**src/hw/rtl/ricl_pkg.sv**
```systemverilog
// Shared types and constants for the rigidity inlier clique search.
`default_nettype none
package ricl_pkg;

   localparam int COORD_W    = 24;
   localparam int TOL_W      = 26;
   localparam int NODE_W     = 6;
   localparam int MAG_W      = 24;
   localparam int PROD_W     = 48;
   localparam int SUM_W      = 50;
   localparam int ROOT_W     = 25;
   localparam int ROOT_STEPS = 25;
   localparam int CSR_AW     = 3;
   localparam int CSR_DW     = 32;

   localparam logic [SUM_W-1:0] ROOT_BIT_INIT = SUM_W'(1) << (SUM_W - 2);

   // register index in the csr map
   localparam logic [0:0] REG_TOLERANCE = 1'b0;
   localparam logic [TOL_W-1:0] TOL_RESET = TOL_W'(256);

   typedef logic signed [COORD_W-1:0] coord_type;

   typedef struct packed {
      coord_type cx;
      coord_type cy;
      coord_type cz;
      coord_type px;
      coord_type py;
      coord_type pz;
   } point_type;

   typedef struct packed {
      logic start;
      logic done;
      logic mark;
   } dist_ctl_type;

endpackage
`default_nettype wire

```
**src/hw/rtl/ricl_dist.sv**
```systemverilog
// Shared distance unit: one squarer and a bit-serial square root, marks one pair.
`default_nettype none
module ricl_dist (
   input  logic                     clock,
   input  logic                     reset,
   input  logic                     start,
   input  ricl_pkg::point_type      pnt_a,
   input  ricl_pkg::point_type      pnt_b,
   input  logic [ricl_pkg::TOL_W-1:0] tol,
   output logic                     done,
   output logic                     mark
);
   import ricl_pkg::*;

   localparam logic [1:0] D_IDLE = 2'd0;
   localparam logic [1:0] D_MUL  = 2'd1;
   localparam logic [1:0] D_ROOT = 2'd2;

   logic [1:0]        state_ff;
   logic [2:0]        k_ff;
   logic [PROD_W-1:0] prod_ff;
   logic [SUM_W-1:0]  sum_c_ff, sum_p_ff;
   logic [SUM_W-1:0]  v_ff, res_ff, bit_ff;
   logic [4:0]        step_ff;
   logic              phase_ff;
   logic [ROOT_W-1:0] dc_ff;
   logic              done_ff, mark_ff;

   coord_type           op_a, op_b;
   logic signed [COORD_W:0] diff;
   logic [COORD_W:0]    mag_w;
   logic [MAG_W-1:0]    mag;
   logic [SUM_W-1:0]    trial, v_nx, res_nx;
   logic                ge;
   logic [ROOT_W-1:0]   root, adiff;

   always_comb begin
      case (k_ff)
         3'd0: begin op_a = pnt_a.cx; op_b = pnt_b.cx; end
         3'd1: begin op_a = pnt_a.cy; op_b = pnt_b.cy; end
         3'd2: begin op_a = pnt_a.cz; op_b = pnt_b.cz; end
         3'd3: begin op_a = pnt_a.px; op_b = pnt_b.px; end
         3'd4: begin op_a = pnt_a.py; op_b = pnt_b.py; end
         3'd5: begin op_a = pnt_a.pz; op_b = pnt_b.pz; end
         default: begin op_a = '0; op_b = '0; end
      endcase
      diff  = {op_a[COORD_W-1], op_a} - {op_b[COORD_W-1], op_b};
      mag_w = diff[COORD_W] ? 25'(-diff) : 25'(diff);
      mag   = mag_w[MAG_W-1:0];
   end

   // one restoring root step
   always_comb begin
      trial  = res_ff + bit_ff;
      ge     = (v_ff >= trial);
      v_nx   = ge ? (v_ff - trial) : v_ff;
      res_nx = ge ? ((res_ff >> 1) + bit_ff) : (res_ff >> 1);
      root   = res_nx[ROOT_W-1:0];
      adiff  = (dc_ff > root) ? (dc_ff - root) : (root - dc_ff);
   end

   always_ff @(posedge clock) begin
      if (reset) begin
         state_ff <= D_IDLE;
         done_ff  <= 1'b0;
      end else begin
         done_ff <= 1'b0;
         case (state_ff)
            D_IDLE: begin
               if (start) begin
                  state_ff <= D_MUL;
                  k_ff     <= 3'd0;
                  sum_c_ff <= '0;
                  sum_p_ff <= '0;
               end
            end
            D_MUL: begin
               prod_ff <= mag * mag;
               if (k_ff != 3'd0) begin
                  if (k_ff <= 3'd3) sum_c_ff <= sum_c_ff + SUM_W'(prod_ff);
                  else sum_p_ff <= sum_p_ff + SUM_W'(prod_ff);
               end
               k_ff <= k_ff + 3'd1;
               if (k_ff == 3'd6) begin
                  state_ff <= D_ROOT;
                  v_ff     <= sum_c_ff;
                  res_ff   <= '0;
                  bit_ff   <= ROOT_BIT_INIT;
                  step_ff  <= '0;
                  phase_ff <= 1'b0;
               end
            end
            D_ROOT: begin
               v_ff    <= v_nx;
               res_ff  <= res_nx;
               bit_ff  <= bit_ff >> 2;
               step_ff <= step_ff + 5'd1;
               if (step_ff == 5'(ROOT_STEPS - 1)) begin
                  if (!phase_ff) begin
                     dc_ff    <= root;
                     v_ff     <= sum_p_ff;
                     res_ff   <= '0;
                     bit_ff   <= ROOT_BIT_INIT;
                     step_ff  <= '0;
                     phase_ff <= 1'b1;
                  end else begin
                     mark_ff  <= (TOL_W'(adiff) < tol);
                     done_ff  <= 1'b1;
                     state_ff <= D_IDLE;
                  end
               end
            end
            default: state_ff <= D_IDLE;
         endcase
      end
   end

   assign done = done_ff;
   assign mark = mark_ff;

endmodule
`default_nettype wire

```
**config.mk**
```make
export PLATFORM = sky130hd
export DESIGN_NAME = ricl_dist
export DESIGN_NICKNAME = d
export VERILOG_FILES = /design/src/hw/rtl/ricl_pkg.sv /design/src/hw/rtl/ricl_dist.sv
export SDC_FILE = /design/constraint.sdc
export NUM_CORES = 2
export LEC_CHECK = 0
export BUFFER_PORTS_ARGS = -buffer_cell sky130_fd_sc_hd__buf_2
export CAP_MARGIN = 25
export CORE_ASPECT_RATIO = 1.1
export CORE_MARGIN = 1.5
export CORE_UTILIZATION = 40
export DETAILED_ROUTE_END_ITERATION = 16
export REMOVE_ABC_BUFFERS = 1
export SETUP_SLACK_MARGIN = 0.4
export SLEW_MARGIN = 20
export SYNTH_ARGS = -nofsm -noshare
export SYNTH_HDL_FRONTEND = slang
export SYNTH_SLANG_ARGS = --single-unit
```
**constraint.sdc**
```tcl
create_clock -name clock -period 28.2 [get_ports clock]
set_input_delay 5.64 -clock clock [delete_from_list [all_inputs] [get_ports clock]]
set_output_delay 5.64 -clock clock [all_outputs]
set_load 0.01 [all_outputs]
```
# Word-level counts from Yosys, hierarchy flattened

Index checks and enable logic that the tools add are counted.

Eq/ne operators: 16
Add/sub/neg operators: 11
Multiply operators: 1
Reduce and logical (&&, ||, !) cells: 15
Order comparisons: 4
Muxes and demuxes: 40
Div/mod/pow operators: 0
Bitwise logic cells: 4
Shift-type cells: 0

Operators by type and width:

| operator           | number |
|---|---|
| $mux 50            | 14 |
| $pmux 50 s2        | 5 |
| $pmux 24 s6        | 2 |
| $add 50x48->50     | 2 |
| $mux 49            | 2 |
| $add 49x50->50     | 1 |
| $add 50x50->50     | 1 |
| $ge 50x50->1       | 1 |
| $sub 25x25->25     | 2 |
| $sub 50x50->50     | 1 |
| $mul 24x24->48     | 1 |
| $lt 25x26->1       | 1 |
| $gt 25x25->1       | 1 |
| $mux 25            | 1 |
| $sub 24x24->25     | 1 |
| $mux 24            | 1 |
| $neg 24->24        | 1 |
| $reduce_and 4->1   | 4 |
| $mux 5             | 3 |
| $ne 2x2->1 const B | 7 |
| $pmux 5 s2         | 1 |
| $reduce_and 5->1   | 2 |
| $eq 3x3->1 const B | 3 |
| $mux 2             | 4 |
| other kinds (21)   | 29 |

Bits in read-only memories: 0
Latch bits: 0
Memories: 0
Flip-flop bits (word level): 336
Output and inout port bits: 2
Input bits: 317
Bits in writable memories: 0
Word-level logic and storage cells: 104

# Logic depth before layout (Yosys ltp)

Depth in word-level cells: 6
Gate-level depth with buffers: 56

# Worst setup path after synthesis

OpenSTA, ideal clock, no wires.

Path kind: input to register
Start: input port reset
End: register phase_ff, enable pin
Path buffers: 0
Arrival: 15673 ps
Cell stages on the path: 2
Path slack: 12206 ps
Cells stage by stage: nor3b_1 -> a21boi_0

Longest elaborated chain between the ends: 2

Ends and longest elaborated chain:

| item                              | RTL line         | text |
|---|---|---|
| from (decl)                       | ricl_dist.sv:5   | `input logic reset,` |
| $not 1->1 (no source line)        | --               |  |
| $reduce_and 4->1 (no source line) | --               |  |
| to (signal assigned)              | ricl_dist.sv:90  | `phase_ff <= 1'b0;` |
| to (signal assigned)              | ricl_dist.sv:105 | `phase_ff <= 1'b1;` |
| to (decl)                         | ricl_dist.sv:25  | `logic phase_ff;` |

Every way passes these cells.
A chain may end at the register's enable or synchronous reset.

# Worst setup path after layout

Start: input port pnt_a[0] (netlist name)
End: register prod_ff[44], data pin

Longest elaborated chain between the ends: 5

Ends and longest elaborated chain:

| item                 | RTL line        | text |
|---|---|---|
| from (decl)          | ricl_dist.sv:7  | `input ricl_pkg::point_type pnt_a,` |
| $pmux 24 s6 (*)      | ricl_dist.sv:38 | `case (k_ff)` |
| $sub 24x24->25 (*)   | ricl_dist.sv:47 | `diff = {op_a[COORD_W-1], op_a} - {op_b[COORD_W-1], op_b};` |
| $neg 24->24          | ricl_dist.sv:48 | `mag_w = diff[COORD_W] ? 25'(-diff) : 25'(diff);` |
| $mux 24 (*)          | ricl_dist.sv:48 |  |
| $mul 24x24->48 (*)   | ricl_dist.sv:78 | `prod_ff <= mag * mag;` |
| to (signal assigned) | ricl_dist.sv:78 |  |
| to (decl)            | ricl_dist.sv:21 | `logic [PROD_W-1:0] prod_ff;` |

Every way passes the cells marked *; elsewhere a longest branch is shown, timed or not.

==> reports/qor.yml <==
run_status:
  outcome: "finished, final reports clean"
drt:
  post-route-drc-count: 0
  vias_per_cell: 5.347
  ant_nets: 0
  vias: 36452
  routedWlPerCell_um: 17.54
  drt-total-wl_um: 119600
  drt_iter0_markers: 1865
  dr.pass1.iters: 6
floorplanning:
  fp.dieW_um: 322.9
  start_util_pct: 40.52
  core_sq_um: 111100
  die_area_sq_um: 114600
  die_h_um: 354.9
  row_count: 128
  boundaryPins: 319
clocking:
  cts-buffers-inserted: 34
  cts_tree: "yes"
  cts_setup_buffers: 0
  clkLatencyLatePin_ns: 0.56
  root_buffer: "clkbuf_16"
  postCtsHoldBufs: 0
  cts_resized: 0
  clk_pin_slew_ns: 0.06
  cts.htree.levels: 2
  clock-sinks: 310
  cts.path.max_buffers: 3
synthesis:
  async_flop_share_pct: 0
  synthAdderAreaFrac_pct: 32.20
  yosys.area_share.simple_pct: 13.92
  postSynthAreaPerCell_sq_um: 8.868
  syn_area_sq_um: 45030
  yosysUniqueCellTypes: 88
  synth_top_family_by_area: "adder cells"
  synth-compound-area-share_pct: 17.82
  yosys_warnings: 0
  synthXorXnorAreaFrac_pct: 6.307
  synthCells: 5078
  ys_seq_elements: 310
  yosysSeqAreaShare_pct: 20.61
  synth_edf_count: 307
  synthMuxAreaShare_pct: 1.570
  ys.flop_type: "edfxtp_1"
timing:
  tightest_slew_ns: 0.9458
  fin_setup_tns_ns: 0
  hold_viol: 0
  fin_skew_ns: 0.02376
  setup_viol: 0
  period_share_pct: 61.34
  fmax_mhz: 57.81
  relSlewSlack_pct: 36.95
  whs_ns: 0.5517
  rsz0062_at_grt: "false"
  slew_violations: 0
  min_period_ns: 17.30
final_layout:
  fill_cells: 11023
  fin_nets: 6508
  final_cell_count_no_fill: 6817
  layout.cells.most_common: "inv_1"
  area_growth_pct: 9.961
  final_cell_mix: "inv_1, nor2_1, ha_1"
  final_util_pct: 44.55
  drive_gt1_share_pct: 10.01
worst_setup_path:
  criticalPathCategory: "input port to register"
  path_max_fanout: 23
  crit_buf_inv: 6
  cp.required_ns: 28.50
  cp-start-kind: "input port"
  max_stage_delay_ns: 0.70
  crit_family: "adder cells"
  cp_data_arrival_time_ns: 17.60
  cp_slowest_cell: "xnor2_2"
  cp-end-kind: "register"
  crit_top_cell: "fa_1"
placement:
  portBuffers: 318
  place_hpwl_um: 96360
  gp_congestion: 0.9212
  dpl.cell_count: 6746
global_routing:
  first_global_vias: 37586
  grt_pass1_wl_um: 193700
  grt_usage_pct: 20.80
  antenna_found_initial: 8
  grt_max_degree: 132
  grt.overflow.total: 0
worst_hold_path:
  hold_class: "register to register"
run:
  drv_cap: 0
[tightest hold or removal path, delay by kind of cell (launching register included)]
| family | cells | cell delay, ns |
|---|---|---|
| flops | 1 | 0.35 |
| mux | 1 | 0.08 |
| simple gates | 1 | 0.09 |
[final timing paths]
| kind | startpoint | to | slack (ns) | cells after the start |
|---|---|---|---|---|
| worst min register to register | state_ff[0] | state_ff[0] | 0.55 | 2 |
| worst max register to register | res_ff[2] | mark | 14.63 | 51 |
| worst min-delay path | state_ff[0] | state_ff[0] | 0.55 | 2 |
| worst max-delay path | pnt_a[0] | prod_ff[44] | 10.90 | 42 |
[per-stage QoR]
| stage | area [sq um] | setup WS (ns) |
|---|---|---|
| after floorplan | 44280 | 11.71 |
| after global placement | 48290 | 10.55 |
| after detailed placement | 48290 | 10.38 |
| after CTS | 49470 | 10.97 |
| after global routing | 49510 | 10.08 |
| final | 49520 | 10.90 |
[registers in the layout, indices dropped and copies added, names as in the netlist, 5 cells and up]
register  flops
sum_p_ff     50
prod_ff      47
res_ff       50
dc_ff        25
bit_ff       25
v_ff         50
sum_c_ff     50
step_ff       5
[cell type report]
| class | count | area (sq um) | share of cell area, % |
|---|---|---|---|
| Inverter | 709 | 2661 | 5.374 |
| Clock inverter | 23 | 315.3 | 0.6367 |
| Sequential cell | 310 | 9279 | 18.74 |
| Timing Repair Buffer | 370 | 2007 | 4.053 |
| Clock buffer | 38 | 865.8 | 1.749 |
| Multi-Input combinational cell | 3864 | 32500 | 65.63 |
| Antenna cell | 8 | 20.02 | 0.04043 |
| Tap cell | 1495 | 1871 | 3.778 |
[cells in the mapped netlist (all sizes together) (23+ instances only)]
library cell	count	share of area (%)
inv	707	5.9
a211oi	28	0.49
a31oi	89	1.3
o31ai	23	0.41
a21o	172	2.9
a21oi	277	3.1
o21ai	212	2.4
xor2	145	2.8
o211ai	28	0.47
nand4	47	0.65
nor2	475	4.0
o221ai	37	0.72
a21boi	24	0.40
and3	56	0.78
nor2b	49	0.68
a221oi	24	0.47
xnor2	175	3.4
a22oi	89	1.5
edfxtp	307	20
mux2i	38	0.84
fa	428	19
mux2	29	0.73
nand3	117	1.3
o21bai	51	0.85
o21a	45	0.75
nor3	54	0.61
buf	27	0.28
nand2	390	3.3
clkbuf	168	1.4
nand2b	61	0.85
and2	29	0.40
ha	474	13
[routing by layer]
metal	share of wire, %	wire [um]	track usage, %
met5	0.0092	11	0
met1	43	51640	25.73
met2	49	58930	37.29
met4	4.0	4740	8.028
met3	3.6	4248	1.764
[kinds of logic (layout without fill, tap and decap cells)]
logic type | count (synthesis) | count (layout)
and+or+nand+nor | 1368 | 1368
buffers and inverters | 904 | 1140
xor gates and xnor gates | 321 | 321
other | 0 | 8
muxes | 67 | 67
AOI/OAI and AO/OA | 1206 | 1206
adders and majority gates | 902 | 902
DFF | 310 | 310
Power is left out: the tool's default activity adds up to more than one toggle a clock period on the data nets, which glitch-free logic cannot reach.
